File: src/hw/rtl/one_wire_bus_master_unit_defines.svh
// Assertion helpers for the 1-Wire bus master unit.
// Each macro checks one implication on the rising clock edge.
// Checking is held off while reset is asserted.
`ifndef ONE_WIRE_BUS_MASTER_UNIT_DEFINES_SVH
`define ONE_WIRE_BUS_MASTER_UNIT_DEFINES_SVH

// The consequent must hold in the same cycle as the antecedent.
`define OWBM_ASSERT_NOW(label, clk, rst_n, ante, cons) \
    label: assert property (@(posedge clk) disable iff (!rst_n) (ante) |-> (cons)) \
        else $error("owbm same-cycle check failed");

// The consequent must hold in the cycle after the antecedent.
`define OWBM_ASSERT_NEXT(label, clk, rst_n, ante, cons) \
    label: assert property (@(posedge clk) disable iff (!rst_n) (ante) |=> (cons)) \
        else $error("owbm next-cycle check failed");

`endif

File: src/hw/rtl/owbm_pkg.sv
// ----------------------------------------------------------------------------
// owbm_pkg
// Types and constants shared by the 1-Wire bus master unit.
// ----------------------------------------------------------------------------
`timescale 1ns / 1ps

package owbm_pkg;

    // Command codes carried by each request item
    localparam logic [1:0] CMD_TICK        = 2'd0;
    localparam logic [1:0] CMD_START_RESET = 2'd1;
    localparam logic [1:0] CMD_START_BYTE  = 2'd2;
    localparam logic [1:0] CMD_CLEAR_CRC   = 2'd3;

    // Sequence status codes
    localparam logic [1:0] ST_OK     = 2'd0;
    localparam logic [1:0] ST_ABSENT = 2'd1;
    localparam logic [1:0] ST_SHORT  = 2'd2;

    // Sequencer phases
    localparam logic [3:0] PH_IDLE  = 4'd0;
    localparam logic [3:0] PH_RLOW  = 4'd1;
    localparam logic [3:0] PH_RREL  = 4'd2;
    localparam logic [3:0] PH_RPRES = 4'd3;
    localparam logic [3:0] PH_RPEND = 4'd4;
    localparam logic [3:0] PH_RTAIL = 4'd5;
    localparam logic [3:0] PH_BSYNC = 4'd6;
    localparam logic [3:0] PH_BSAMP = 4'd7;
    localparam logic [3:0] PH_BREST = 4'd8;
    localparam logic [3:0] PH_BREC  = 4'd9;

    // Configuration register indexes
    localparam int CFG_INDEX_W = 3;
    localparam int CFG_DATA_W  = 10;
    localparam logic [CFG_INDEX_W-1:0] CFG_RESET_PULSE   = 3'd0;
    localparam logic [CFG_INDEX_W-1:0] CFG_RELEASE_WAIT  = 3'd1;
    localparam logic [CFG_INDEX_W-1:0] CFG_SLOT          = 3'd2;
    localparam logic [CFG_INDEX_W-1:0] CFG_PRESENCE_WAIT = 3'd3;
    localparam logic [CFG_INDEX_W-1:0] CFG_SYNC_LOW      = 3'd4;
    localparam logic [CFG_INDEX_W-1:0] CFG_SAMPLE_GAP    = 3'd5;

    // Register defaults
    localparam logic [9:0] DEF_RESET_PULSE   = 10'd480;
    localparam logic [9:0] DEF_RELEASE_WAIT  = 10'd5;
    localparam logic [9:0] DEF_SLOT          = 10'd70;
    localparam logic [9:0] DEF_PRESENCE_WAIT = 10'd240;
    localparam logic [7:0] DEF_SYNC_LOW      = 8'd10;
    localparam logic [7:0] DEF_SAMPLE_GAP    = 8'd10;

    // Reflected CRC-8 constants
    localparam logic [7:0] CRC_FOLD = 8'h18;
    localparam logic [7:0] CRC_TOP  = 8'h80;
    localparam logic [7:0] LSB_MASK = 8'h01;

    typedef struct packed {
        logic       drive_low;
        logic       busy_res;
        logic       done_res;
        logic [1:0] status;
        logic [7:0] rx_byte;
        logic [7:0] crc_value;
        logic       device_found;
    } result_t;

endpackage

File: src/hw/rtl/owbm_if.sv
// ----------------------------------------------------------------------------
// owbm_req_if / owbm_res_if
// Valid/ready channels for request items and result items.
// ----------------------------------------------------------------------------
`timescale 1ns / 1ps

interface owbm_req_if;
    logic       valid;
    logic       ready;
    logic [1:0] cmd;
    logic [7:0] tx_byte;
    logic       line_level;

    modport source (output valid, output cmd, output tx_byte, output line_level,
                    input ready);
    modport sink (input valid, input cmd, input tx_byte, input line_level,
                  output ready);
endinterface

interface owbm_res_if;
    logic       valid;
    logic       ready;
    logic       drive_low;
    logic       busy_res;
    logic       done_res;
    logic [1:0] status;
    logic [7:0] rx_byte;
    logic [7:0] crc_value;
    logic       device_found;

    modport source (output valid, output drive_low, output busy_res, output done_res,
                    output status, output rx_byte, output crc_value,
                    output device_found, input ready);
    modport sink (input valid, input drive_low, input busy_res, input done_res,
                  input status, input rx_byte, input crc_value, input device_found,
                  output ready);
endinterface

File: src/hw/rtl/one_wire_bus_master_unit.sv
// ----------------------------------------------------------------------------
// one_wire_bus_master_unit
// 1-Wire master stepped by one-microsecond tick items, with reset/presence
// detection, LSB-first byte slots and a running CRC-8 over received bytes.
// ----------------------------------------------------------------------------
//  channel   | dir | handshake     | payload
//  request   | in  | valid / ready | cmd, tx_byte, line_level
//  result    | out | valid / ready | drive_low, busy_res, done_res, status,
//            |     |               | rx_byte, crc_value, device_found
//  cfg       | in  | cfg_write     | cfg_index, cfg_data (no read-back)
//
//  One item per cycle unless the result stalls: each item is registered,
//  stepped through the sequencer and lands in the result register.
//  A result is valid once its request has passed the input and result regs.
//  A stalled result holds its register; a request is still taken while the
//  result waits, then the input register holds until the result drains.
//  Reset releases the bus, clears the sequencer and restores timing defaults.
// ----------------------------------------------------------------------------
`timescale 1ns / 1ps
`include "one_wire_bus_master_unit_defines.svh"

module one_wire_bus_master_unit (
    input  logic                             clk,
    input  logic                             rst_n,
    owbm_req_if.sink                         request,
    owbm_res_if.source                       result,
    input  logic                             cfg_write,
    input  logic [owbm_pkg::CFG_INDEX_W-1:0] cfg_index,
    input  logic [owbm_pkg::CFG_DATA_W-1:0]  cfg_data
);

    // Timing registers
    logic [9:0] reset_pulse_reg, release_wait_reg, slot_reg, presence_wait_reg;
    logic [7:0] sync_low_reg, sample_gap_reg;

    // Input register
    logic       req_valid_reg;
    logic [1:0] req_cmd_reg;
    logic [7:0] req_tx_reg;
    logic       req_lvl_reg;

    // Sequencer state
    logic [3:0] phase_reg, phase_next;
    logic [9:0] wait_reg, wait_next;
    logic [2:0] bit_reg, bit_next;
    logic [7:0] shift_reg, shift_next;
    logic [7:0] crc_reg, crc_next;
    logic [1:0] status_reg, status_next;
    logic       found_reg, found_next;
    logic       drive_reg, drive_next;
    logic       done_next;

    // Result register
    logic                res_valid_reg;
    owbm_pkg::result_t   result_reg, result_next;

    logic       advance;
    logic       req_take;
    logic [7:0] crc_base;
    logic [7:0] crc_byte;

    assign advance  = req_valid_reg && (!res_valid_reg || result.ready);
    assign request.ready = !req_valid_reg || advance;
    assign req_take = request.valid && request.ready;
    assign crc_base = (req_cmd_reg == owbm_pkg::CMD_CLEAR_CRC) ? 8'h00 : crc_reg;

    owbm_crc8 u_crc8 (
        .data    (shift_reg),
        .crc_in  (crc_base),
        .crc_out (crc_byte)
    );

    function automatic logic [9:0] arm_count(input logic [9:0] n);
        arm_count = (n == 10'd0) ? 10'd1 : n;
    endfunction

    always_comb
    begin
        logic       fin;
        logic [1:0] fin_st;
        logic [9:0] dec;
        logic [8:0] used;
        logic [9:0] rest;
        logic [9:0] tail;

        fin         = 1'b0;
        fin_st      = owbm_pkg::ST_OK;
        phase_next  = phase_reg;
        wait_next   = wait_reg;
        bit_next    = bit_reg;
        shift_next  = shift_reg;
        crc_next    = crc_base;
        status_next = status_reg;
        found_next  = found_reg;
        drive_next  = drive_reg;
        done_next   = 1'b0;

        dec  = (wait_reg != 10'd0) ? (wait_reg - 10'd1) : 10'd0;
        used = {1'b0, sync_low_reg} + {1'b0, sample_gap_reg};
        rest = (slot_reg > {1'b0, used}) ? (slot_reg - {1'b0, used}) : 10'd0;
        tail = (reset_pulse_reg > presence_wait_reg) ?
               (reset_pulse_reg - presence_wait_reg) : 10'd0;

        if (phase_reg == owbm_pkg::PH_IDLE)
        begin
            unique case (req_cmd_reg)
                owbm_pkg::CMD_START_RESET:
                begin
                    if (!req_lvl_reg)
                    begin
                        fin    = 1'b1;
                        fin_st = owbm_pkg::ST_SHORT;
                    end
                    else
                    begin
                        drive_next = 1'b1;
                        phase_next = owbm_pkg::PH_RLOW;
                        wait_next  = arm_count(reset_pulse_reg);
                    end
                end
                owbm_pkg::CMD_START_BYTE:
                begin
                    shift_next = req_tx_reg;
                    bit_next   = 3'd0;
                    if (!req_lvl_reg)
                    begin
                        fin    = 1'b1;
                        fin_st = owbm_pkg::ST_SHORT;
                    end
                    else
                    begin
                        drive_next = 1'b1;
                        phase_next = owbm_pkg::PH_BSYNC;
                        wait_next  = arm_count({2'b00, sync_low_reg});
                    end
                end
                owbm_pkg::CMD_TICK, owbm_pkg::CMD_CLEAR_CRC:
                begin
                end
            endcase
        end
        else
        begin
            wait_next = dec;
            if (dec == 10'd0)
            begin
                unique case (phase_reg)
                    owbm_pkg::PH_RLOW:
                    begin
                        drive_next = 1'b0;
                        phase_next = owbm_pkg::PH_RREL;
                        wait_next  = arm_count(release_wait_reg);
                    end
                    owbm_pkg::PH_RREL:
                    begin
                        if (!req_lvl_reg)
                        begin
                            fin    = 1'b1;
                            fin_st = owbm_pkg::ST_SHORT;
                        end
                        else
                        begin
                            phase_next = owbm_pkg::PH_RPRES;
                            wait_next  = arm_count(slot_reg);
                        end
                    end
                    owbm_pkg::PH_RPRES:
                    begin
                        if (req_lvl_reg)
                        begin
                            fin    = 1'b1;
                            fin_st = owbm_pkg::ST_ABSENT;
                        end
                        else
                        begin
                            phase_next = owbm_pkg::PH_RPEND;
                            wait_next  = arm_count(presence_wait_reg);
                        end
                    end
                    owbm_pkg::PH_RPEND:
                    begin
                        if (!req_lvl_reg)
                        begin
                            fin    = 1'b1;
                            fin_st = owbm_pkg::ST_SHORT;
                        end
                        else
                        begin
                            phase_next = owbm_pkg::PH_RTAIL;
                            wait_next  = arm_count(tail);
                        end
                    end
                    owbm_pkg::PH_RTAIL:
                    begin
                        found_next = 1'b1;
                        fin        = 1'b1;
                        fin_st     = owbm_pkg::ST_OK;
                    end
                    owbm_pkg::PH_BSYNC:
                    begin
                        // release early for a one bit, keep low for a zero
                        if (shift_reg[0])
                        begin
                            drive_next = 1'b0;
                        end
                        shift_next = shift_reg >> 1;
                        phase_next = owbm_pkg::PH_BSAMP;
                        wait_next  = arm_count({2'b00, sample_gap_reg});
                    end
                    owbm_pkg::PH_BSAMP:
                    begin
                        if (req_lvl_reg)
                        begin
                            shift_next = shift_reg | owbm_pkg::CRC_TOP;
                        end
                        phase_next = owbm_pkg::PH_BREST;
                        wait_next  = arm_count(rest);
                    end
                    owbm_pkg::PH_BREST:
                    begin
                        drive_next = 1'b0;
                        phase_next = owbm_pkg::PH_BREC;
                        wait_next  = arm_count({2'b00, sample_gap_reg});
                    end
                    owbm_pkg::PH_BREC:
                    begin
                        if (bit_reg == 3'd7)
                        begin
                            crc_next = crc_byte;
                            fin      = 1'b1;
                            fin_st   = owbm_pkg::ST_OK;
                        end
                        else
                        begin
                            bit_next = bit_reg + 3'd1;
                            if (!req_lvl_reg)
                            begin
                                fin    = 1'b1;
                                fin_st = owbm_pkg::ST_SHORT;
                            end
                            else
                            begin
                                drive_next = 1'b1;
                                phase_next = owbm_pkg::PH_BSYNC;
                                wait_next  = arm_count({2'b00, sync_low_reg});
                            end
                        end
                    end
                    default:
                    begin
                        phase_next = owbm_pkg::PH_IDLE;
                        wait_next  = 10'd0;
                        drive_next = 1'b0;
                    end
                endcase
            end
        end

        // end of sequence: back to idle with the bus released
        if (fin)
        begin
            status_next = fin_st;
            phase_next  = owbm_pkg::PH_IDLE;
            wait_next   = 10'd0;
            bit_next    = 3'd0;
            drive_next  = 1'b0;
            done_next   = 1'b1;
        end

        result_next.drive_low    = drive_next;
        result_next.busy_res     = (phase_next != owbm_pkg::PH_IDLE);
        result_next.done_res     = done_next;
        result_next.status       = status_next;
        result_next.rx_byte      = shift_next;
        result_next.crc_value    = crc_next;
        result_next.device_found = found_next;
    end

    always_ff @(posedge clk or negedge rst_n)
    begin
        if (!rst_n)
        begin
            reset_pulse_reg   <= owbm_pkg::DEF_RESET_PULSE;
            release_wait_reg  <= owbm_pkg::DEF_RELEASE_WAIT;
            slot_reg          <= owbm_pkg::DEF_SLOT;
            presence_wait_reg <= owbm_pkg::DEF_PRESENCE_WAIT;
            sync_low_reg      <= owbm_pkg::DEF_SYNC_LOW;
            sample_gap_reg    <= owbm_pkg::DEF_SAMPLE_GAP;
        end
        else if (cfg_write)
        begin
            unique case (cfg_index)
                owbm_pkg::CFG_RESET_PULSE:   reset_pulse_reg   <= cfg_data;
                owbm_pkg::CFG_RELEASE_WAIT:  release_wait_reg  <= cfg_data;
                owbm_pkg::CFG_SLOT:          slot_reg          <= cfg_data;
                owbm_pkg::CFG_PRESENCE_WAIT: presence_wait_reg <= cfg_data;
                owbm_pkg::CFG_SYNC_LOW:      sync_low_reg      <= cfg_data[7:0];
                owbm_pkg::CFG_SAMPLE_GAP:    sample_gap_reg    <= cfg_data[7:0];
                default:
                begin
                end
            endcase
        end
    end

    always_ff @(posedge clk or negedge rst_n)
    begin
        if (!rst_n)
        begin
            req_valid_reg <= 1'b0;
            res_valid_reg <= 1'b0;
            phase_reg     <= owbm_pkg::PH_IDLE;
            wait_reg      <= 10'd0;
            bit_reg       <= 3'd0;
            shift_reg     <= 8'h00;
            crc_reg       <= 8'h00;
            status_reg    <= owbm_pkg::ST_OK;
            found_reg     <= 1'b0;
            drive_reg     <= 1'b0;
        end
        else
        begin
            if (req_take)
            begin
                req_valid_reg <= 1'b1;
            end
            else if (advance)
            begin
                req_valid_reg <= 1'b0;
            end

            if (advance)
            begin
                res_valid_reg <= 1'b1;
                phase_reg     <= phase_next;
                wait_reg      <= wait_next;
                bit_reg       <= bit_next;
                shift_reg     <= shift_next;
                crc_reg       <= crc_next;
                status_reg    <= status_next;
                found_reg     <= found_next;
                drive_reg     <= drive_next;
            end
            else if (result.ready)
            begin
                res_valid_reg <= 1'b0;
            end
        end
    end

    // Payload registers: loaded with no reset
    always_ff @(posedge clk)
    begin
        if (req_take)
        begin
            req_cmd_reg <= request.cmd;
            req_tx_reg  <= request.tx_byte;
            req_lvl_reg <= request.line_level;
        end
        if (advance)
        begin
            result_reg <= result_next;
        end
    end

    assign result.valid        = res_valid_reg;
    assign result.drive_low    = result_reg.drive_low;
    assign result.busy_res     = result_reg.busy_res;
    assign result.done_res     = result_reg.done_res;
    assign result.status       = result_reg.status;
    assign result.rx_byte      = result_reg.rx_byte;
    assign result.crc_value    = result_reg.crc_value;
    assign result.device_found = result_reg.device_found;

    `OWBM_ASSERT_NOW(a_idle_released, clk, rst_n, phase_reg == owbm_pkg::PH_IDLE, !drive_reg)
    `OWBM_ASSERT_NOW(a_busy_counting, clk, rst_n, phase_reg != owbm_pkg::PH_IDLE, wait_reg != 10'd0)
    `OWBM_ASSERT_NOW(a_done_not_busy, clk, rst_n, res_valid_reg && result_reg.done_res, !result_reg.busy_res)
    `OWBM_ASSERT_NOW(a_status_legal, clk, rst_n, 1'b1, status_reg != 2'd3)
    `OWBM_ASSERT_NEXT(a_input_held, clk, rst_n, req_valid_reg && !advance, req_valid_reg)

endmodule

File: src/hw/rtl/owbm_crc8.sv
// ----------------------------------------------------------------------------
// owbm_crc8
// One-byte update of the reflected Dallas/Maxim CRC-8, LSB first.
// ----------------------------------------------------------------------------
`timescale 1ns / 1ps

module owbm_crc8 (
    input  logic [7:0] data,
    input  logic [7:0] crc_in,
    output logic [7:0] crc_out
);

    always_comb
    begin
        logic [7:0] d;
        logic [7:0] c;
        d = data;
        c = crc_in;
        for (int k = 0; k < 8; k++)
        begin
            if (((d ^ c) & owbm_pkg::LSB_MASK) != 8'h00)
            begin
                c = ((c ^ owbm_pkg::CRC_FOLD) >> 1) | owbm_pkg::CRC_TOP;
            end
            else
            begin
                c = c >> 1;
            end
            d = d >> 1;
        end
        crc_out = c;
    end

endmodule
File: src/flat_wrapper.sv
// flat-port wrapper written by rule: the top's interface ports become plain ports
module one_wire_bus_master_unit_flat 
  (clk, rst_n, cfg_write, cfg_index, cfg_data, request_valid, request_cmd, request_tx_byte, request_line_level, request_ready, result_valid, result_drive_low, result_busy_res, result_done_res, result_status, result_rx_byte, result_crc_value, result_device_found, result_ready);
  owbm_req_if request_i ();
  owbm_res_if result_i ();
  input  logic clk;
  input  logic rst_n;
  input  logic cfg_write;
  input  logic [owbm_pkg::CFG_INDEX_W-1:0] cfg_index;
  input  logic [owbm_pkg::CFG_DATA_W-1:0] cfg_data;
  input wire logic [$bits(request_i.valid)-1:0] request_valid;
  input wire logic [$bits(request_i.cmd)-1:0] request_cmd;
  input wire logic [$bits(request_i.tx_byte)-1:0] request_tx_byte;
  input wire logic [$bits(request_i.line_level)-1:0] request_line_level;
  output wire logic [$bits(request_i.ready)-1:0] request_ready;
  output wire logic [$bits(result_i.valid)-1:0] result_valid;
  output wire logic [$bits(result_i.drive_low)-1:0] result_drive_low;
  output wire logic [$bits(result_i.busy_res)-1:0] result_busy_res;
  output wire logic [$bits(result_i.done_res)-1:0] result_done_res;
  output wire logic [$bits(result_i.status)-1:0] result_status;
  output wire logic [$bits(result_i.rx_byte)-1:0] result_rx_byte;
  output wire logic [$bits(result_i.crc_value)-1:0] result_crc_value;
  output wire logic [$bits(result_i.device_found)-1:0] result_device_found;
  input wire logic [$bits(result_i.ready)-1:0] result_ready;
  assign request_i.valid = request_valid;
  assign request_i.cmd = request_cmd;
  assign request_i.tx_byte = request_tx_byte;
  assign request_i.line_level = request_line_level;
  assign request_ready = request_i.ready;
  assign result_valid = result_i.valid;
  assign result_drive_low = result_i.drive_low;
  assign result_busy_res = result_i.busy_res;
  assign result_done_res = result_i.done_res;
  assign result_status = result_i.status;
  assign result_rx_byte = result_i.rx_byte;
  assign result_crc_value = result_i.crc_value;
  assign result_device_found = result_i.device_found;
  assign result_i.ready = result_ready;
  one_wire_bus_master_unit u_core (.clk(clk), .rst_n(rst_n), .request(request_i), .result(result_i), .cfg_write(cfg_write), .cfg_index(cfg_index), .cfg_data(cfg_data));
endmodule
File: config.mk
export PLATFORM = sky130hd
export DESIGN_NAME = one_wire_bus_master_unit_flat
export DESIGN_NICKNAME = d
export VERILOG_FILES = /design/src/hw/rtl/owbm_pkg.sv /design/src/hw/rtl/owbm_if.sv /design/src/hw/rtl/one_wire_bus_master_unit.sv /design/src/hw/rtl/owbm_crc8.sv /design/src/flat_wrapper.sv
export VERILOG_INCLUDE_DIRS = /design/src /design/src/hw/rtl
export SDC_FILE = /design/constraint.sdc
export NUM_CORES = 1
export LEC_CHECK = 0
export BUFFER_PORTS_ARGS = -buffer_cell sky130_fd_sc_hd__buf_2
export CAP_MARGIN = 20
export CORE_AREA = 2 2 121 123
export CTS_CLUSTER_SIZE = 28
export DETAILED_ROUTE_END_ITERATION = 10
export DIE_AREA = 0 0 123 125
export PLACE_DENSITY_LB_ADDON = 0.08
export SETUP_SLACK_MARGIN = 0.05
export SLEW_MARGIN = 25
export SYNTH_ARGS = -nofsm -noshare
export SYNTH_HDL_FRONTEND = slang
export SYNTH_SLANG_ARGS = --single-unit
File: constraint.sdc
create_clock -name clk -period 5.2 [get_ports clk]
set_input_delay 0.52 -clock clk [delete_from_list [all_inputs] [get_ports clk]]
set_output_delay 0.52 -clock clk [all_outputs]
set_load 0.01 [all_outputs]
Word level (Yosys, flattened, before mapping)
Index checks and enable logic that the tools add are counted.
{ "word_totals": {"ff_bits": 128, "in_bits": 29, "output_inout_bits": 24, "wordCells": 196} }
{ "op_classes": {"addsub": 5, "magnitude_cmp": 2, "eq_ne": 23, "muxes": 89, "bitwise_logic": 16, "reduce_logical": 35} }
{ "ops": {"columns": ["cell", "count"], "rows": [
  ["$mux W10", 19],
  ["$mux W8", 19],
  ["$pmux W10 S8", 1],
  ["$logic_not A10 Y1", 7],
  ["$mux W4", 9],
  ["$pmux W4 S9", 1],
  ["$mux W1", 22],
  ["$pmux W10 S2", 1],
  ["$mux W3", 6],
  ["$eq A4 B3 Y1 const B", 4],
  ["$logic_not A8 Y1", 2],
  ["$not A2 Y2", 8],
  ["$pmux W8 S2", 1],
  ["$mux W2", 6],
  ["$reduce_and A2 Y1", 6],
  ["$gt A10 B10 Y1", 1],
  ["$gt A10 B9 Y1", 1],
  ["$reduce_bool A10 Y1", 1],
  ["$sub A10 B1 Y10 const B", 1],
  ["$sub A10 B10 Y10", 1],
  ["$sub A10 B9 Y10", 1],
  ["$add A8 B8 Y9", 1],
  ["$eq A3 B3 Y1 const B", 3],
  ["$eq A4 B2 Y1 const B", 2],
  ["28 further kinds", 46]
]} }

Depth between registers and ports, before layout
{ "logic_depth": {"ltp_word": 22, "mapped_depth": 17, "mapped_depth_nobuf": 17} }

Modules after synthesis
Synthesis repeated with hierarchy kept, for this count alone.
{ "unflattened": {"hier_cells": 846, "area_unflattened_um2": 8458.1} }
{ "modules_own_cells": {"columns": ["module", "n_inst", "cells_each", "area_each_um2", "seq_area_each_um2"], "rows": [
  ["one_wire_bus_master_unit", 1, 825, 8222.9, 3389.5],
  ["owbm_crc8", 1, 21, 235.2, 0.0]
]} }

Least setup slack after synthesis
OpenSTA, ideal clock, no wires.
{ "synth_path": {"path_type": "register -> register", "startpoint": "register u_core.sync_low_reg[1]", "endpoint": "register u_core.wait_reg[9]", "setup_time_ns": 0.065, "t_arrival_ns": 3.609, "required_ns": 5.135, "path_slack_ns": 1.526, "path_stages_with_launch": 17, "n_path_buf": 0, "synth_period_minus_slack_ns": 3.674, "path_cell_list": "dfstp_2 ha_1 a21o_1 a21oi_1 o21bai_1 a21oi_1 o21bai_1 a21oi_1 xor2_1 ha_1 nand4_1 nor3_1 o21ai_0 a21oi_1 or4b_2 a21boi_0 o21a_1"} }
{ "synth_via": {"elab_chain_len": 9, "elab_cells_between_ends": 10, "cone_classes": "add/sub: 2; order compare: 1; mux: 6; reduce/logical: 1"} }
{ "synth_lines": {"columns": ["item", "line_no", "rtl"], "rows": [
  ["start: declaration", "one_wire_bus_master_unit.sv:34", "logic [7:0] sync_low_reg, sample_gap_reg;"],
  ["start signal: assignment", "one_wire_bus_master_unit.sv:287", "sync_low_reg <= owbm_pkg::DEF_SYNC_LOW;"],
  ["start signal: assignment", "one_wire_bus_master_unit.sv:297", "owbm_pkg::CFG_SYNC_LOW: sync_low_reg <= cfg_data[7:0];"],
  ["$add A8 B8 Y9 *", "one_wire_bus_master_unit.sv:99", "used = {1'b0, sync_low_reg} + {1'b0, sample_gap_reg};"],
  ["$sub A10 B9 Y10 / $gt A10 B9 Y1 (equally long branches)", "one_wire_bus_master_unit.sv:100", "rest = (slot_reg > {1'b0, used}) ? (slot_reg - {1'b0, used}) : 10'd0;"],
  ["$mux W10 *", "one_wire_bus_master_unit.sv:100", null],
  ["$logic_not A10 Y1", "one_wire_bus_master_unit.sv:74", "arm_count = (n == 10'd0) ? 10'd1 : n;"],
  ["$mux W10 *", "one_wire_bus_master_unit.sv:74", null],
  ["$pmux W10 S8 *", "one_wire_bus_master_unit.sv:147", "unique case (phase_reg)"],
  ["$mux W10 *", "one_wire_bus_master_unit.sv:145", "if (dec == 10'd0)"],
  ["$mux W10 *", "one_wire_bus_master_unit.sv:104", "if (phase_reg == owbm_pkg::PH_IDLE)"],
  ["$mux W10 *", "one_wire_bus_master_unit.sv:260", "if (fin)"],
  ["end signal: assignment", "one_wire_bus_master_unit.sv:336", "wait_reg <= wait_next;"],
  ["end: declaration", "one_wire_bus_master_unit.sv:44", "logic [9:0] wait_reg, wait_next;"]
]} }
Mark *: on every way between the ends. The rest lies on a longest branch, timed or not.
A chain may end at the register's enable or synchronous reset.

Worst setup path in the final report
Ends and elaborated chain as after synthesis.

==> results.md <==
* Status: finished clean
* Worst path max stage delay at 600 ps
* Syn_area_per_cell at 9.869 um^2
* Via count at 7635
* Area Growth Syn to Fin at 12.88%
* H-tree depth at 4
* Post-CTS Hold Fix Bufs at 0
* Via-to-Cell Ratio at 6.841
* Grt ovf at 0
* Reg2reg end: u_core.wait_reg[9]
* Max frequency at 241.0 MHz
* Post-synth EDFFs at 33
* Worst-path clk slew at 60 ps
* Layout Cells excl Fill at ~1100
* GRT Util Overall at 0.3498
* Pin count of the biggest net entering global routing at 63
* Post-CTS setup buffers at 0
* FF-to-FF path depth at 16
* Startpoint types: flop
* CP startpoint: u_core.sync_low_reg[1]
* Area of the mapped netlist at approximately 8600 um^2
* Routed WL per cell at 23.53 um
* Synth async-reset ratio at 0.7422
* Die area at around 15000 um^2
* Layout Nets at 985
* Post-synthesis cell type count at 83
* Layout cells sized above 1 at 0.2178
* PwrDens at approximately 600 nW/um^2
* Top_reg_cell synth: dfrtp_1
* Design area at about 10000 um^2
* Fin. max-slew vios at 0
* Synth Instances at between 800 and 900
* Flops & latches, synth at around 130
* Clock skew at 11.37 ps
* DP Area at 9091 um^2
* First-pass GRT wire length at 40960 um
* Crit-path cells: ha_1 -> a21o_1 -> a21oi_1 -> o21bai_1 -> a21oi_1 -> o21bai_1 -> a21oi_1 -> xor2_1 -> ha_1 -> nand4_1 -> nor3_1 -> o21ai_0 -> a21oi_1 -> or4b_2 -> a21boi_0 -> o21a_1
* Core ar. at 14200 um^2
* Crit share post-route at 0.7980
* Antenna violations before repair at 0
* Dpl cells at 1085
* Sequential fraction of the synthesis area at 0.3934
* Reg2reg setup slack at 1050 ps
* Worst path required time at 5570 ps
* PostCTS Resize Cnt at 0
* Clock tree root driver cell: clkbuf_16
* Slowest cell on crit path: dfstp_2
* Critical Path Sink Type: flop
* WL final at 26260 um
* Starting Density at 0.6066
* CTS tree: done
* Crit path to: u_core.wait_reg[9]
* Area contributors post-synth: dfrtp_1 23%, edfxtp_1 12%, mux2_2 8.4%, dfstp_2 5.2%, ha_1 4.8%
* Setup violations, final at 0
* Total Power at 5.860 mW
* CP dominant cell by count: a21oi_1
* IO Port Bufs at 52
* Post-synth top area share at 0.2265
* Die Wd at 123 um
* DRT iter0 DRCs at 648
* Vias in the first global route at ~7500
* Max VDD drop at 0.3296 mV
* Static Leakage at 4.014 nW
* Post-route minimum period at 4150 ps
* Drt pass-1 iters at 7
* Worst Hold Class: input port to asynchronous set/reset pin
* Residual DRC count at 0
* Skew-Pair Late Insertion Delay at 430 ps
* # IOs at 53
* Crit Path Class: flop to flop
* Worst EP arrival at about 4500 ps
* MaxCap Viol Count at 0
* HPWL Detailed at 19130 um
* WHS at 48.15 ps
* Worst reg2reg startpoint: u_core.sync_low_reg[1]
* Syn nets at 938
* # clock sinks at between 100 and 150
* Yosys warns at 0
* Setup TNS Final at 0 ps
* ANT cells at 0
* Cts bufs inserted at 17
* Gpl congestion at 0.9815
* Relative slew slack at 0.3640
* Row count at 44
* Slew @ Worst Pin at roughly 950 ps
* Cell taking the most area after synthesis: dfrtp_1
* Routed Antenna Nets at 0
* RSZ-0062 raised after global routing: no
* Die H at 125 um
* Clk buf depth at 2
* Max FO, Critical Path at 6
* Hold Violations, Final at 0
## how the worst min path moves through the flow
stage	cells past startpoint	to	from	slack [ps]
after floorplan	0	u_core.bit_reg[0]	rst_n	220
after global placement	1	u_core.status_reg[1]	u_core.status_reg[1]	500
after detailed placement	1	u_core.shift_reg[4]	rst_n	510
after CTS	1	u_core.shift_reg[5]	rst_n	60
after global routing	1	u_core.shift_reg[5]	rst_n	70
final	1	u_core.shift_reg[4]	rst_n	50
## cell usage after synthesis, types with 7 or more instances
cell type / n
mux2i_1: 20
o21a_1: 9
nor2b_1: 10
and3b_1: 7
xor2_1: 11
nand2b_1: 14
dfstp_2: 17
or3_1: 10
nand3_1: 13
ha_1: 33
inv_1: 41
o22ai_1: 8
dfrtp_1: 78
o2111ai_1: 7
a21o_1: 12
nand4_1: 17
o21bai_1: 7
a2111oi_0: 7
edfxtp_1: 33
o31ai_1: 8
nor4_1: 15
nor2_1: 55
mux2_2: 64
and2_1: 8
nand3b_1: 8
a21oi_1: 45
a31oi_1: 9
a222oi_1: 9
o21ai_0: 35
clkbuf_1: 30
xnor2_1: 26
nand2_1: 62
nor3_1: 28
and3_1: 7
## per-stage QoR
step	util	setup slack, ps
after CTS	0.6847	1114
final	0.6847	1050
after global routing	0.6847	746.2
after floorplan	-	1526
after global placement	0.6390	1241
after detailed placement	0.6401	1145
## where the power goes
part	leakage, nW	total [mW]	internal, mW	switching (mW)
Clock	0.304	1.28	0.804	0.476
Combinational	2.25	2.88	1.18	1.71
Sequential	1.46	1.70	1.30	0.393
## layer usage
layer  part of all wire  up-vias  global-route usage
met5                  0        -                   0
met4              0.067        0              0.2039
met3              0.069      136             0.06569
met2               0.49      433              0.5814
met1               0.37     3665              0.4198
li1                   -     3401                   -
## worst max-delay path: cells and delay by family, from the launching register on
kind / cells / cell delay, ps
simple gates: 3 / 1110
compound gates: 10 / 1690
fa+ha+maj: 2 / 600
xor+xnor: 1 / 90
flops: 1 / 600
## cells by family after synthesis
logic type	count (synthesis)	synth area share
compound gates	218	0.1807
xor+xnor	40	0.04560
simple gates	285	0.1814
fa+ha+maj	36	0.05489
mux	85	0.1082
buf+inv	81	0.03587
flops	128	0.3934
## cell usage in the layout, fill, tap and decap left out, drive strengths merged, types with 11 or more instances in the layout
master	count
inv	43
o21ai	38
nand2	62
nor2	57
dfstp	17
clkbuf	21
xor2	11
buf	67
ha	33
xnor2	26
edfxtp	33
nand4	17
nor4	17
a21oi	47
mux2i	20
a21o	12
mux2	65
dfrtp	78
nor3	28
nand2b	14
nand3	13
## cell type report
cell class              instances  area, um^2
fillers                      1093        4478
clock buffers                  21       514.2
flip-flops and latches        128        3390
multi-input cells             664        4938
repair buffers                 67       375.4
well taps                     184       230.2
inverters                      42       157.7
clock inverters                10       120.1
(Power assumes the default switching activity.)
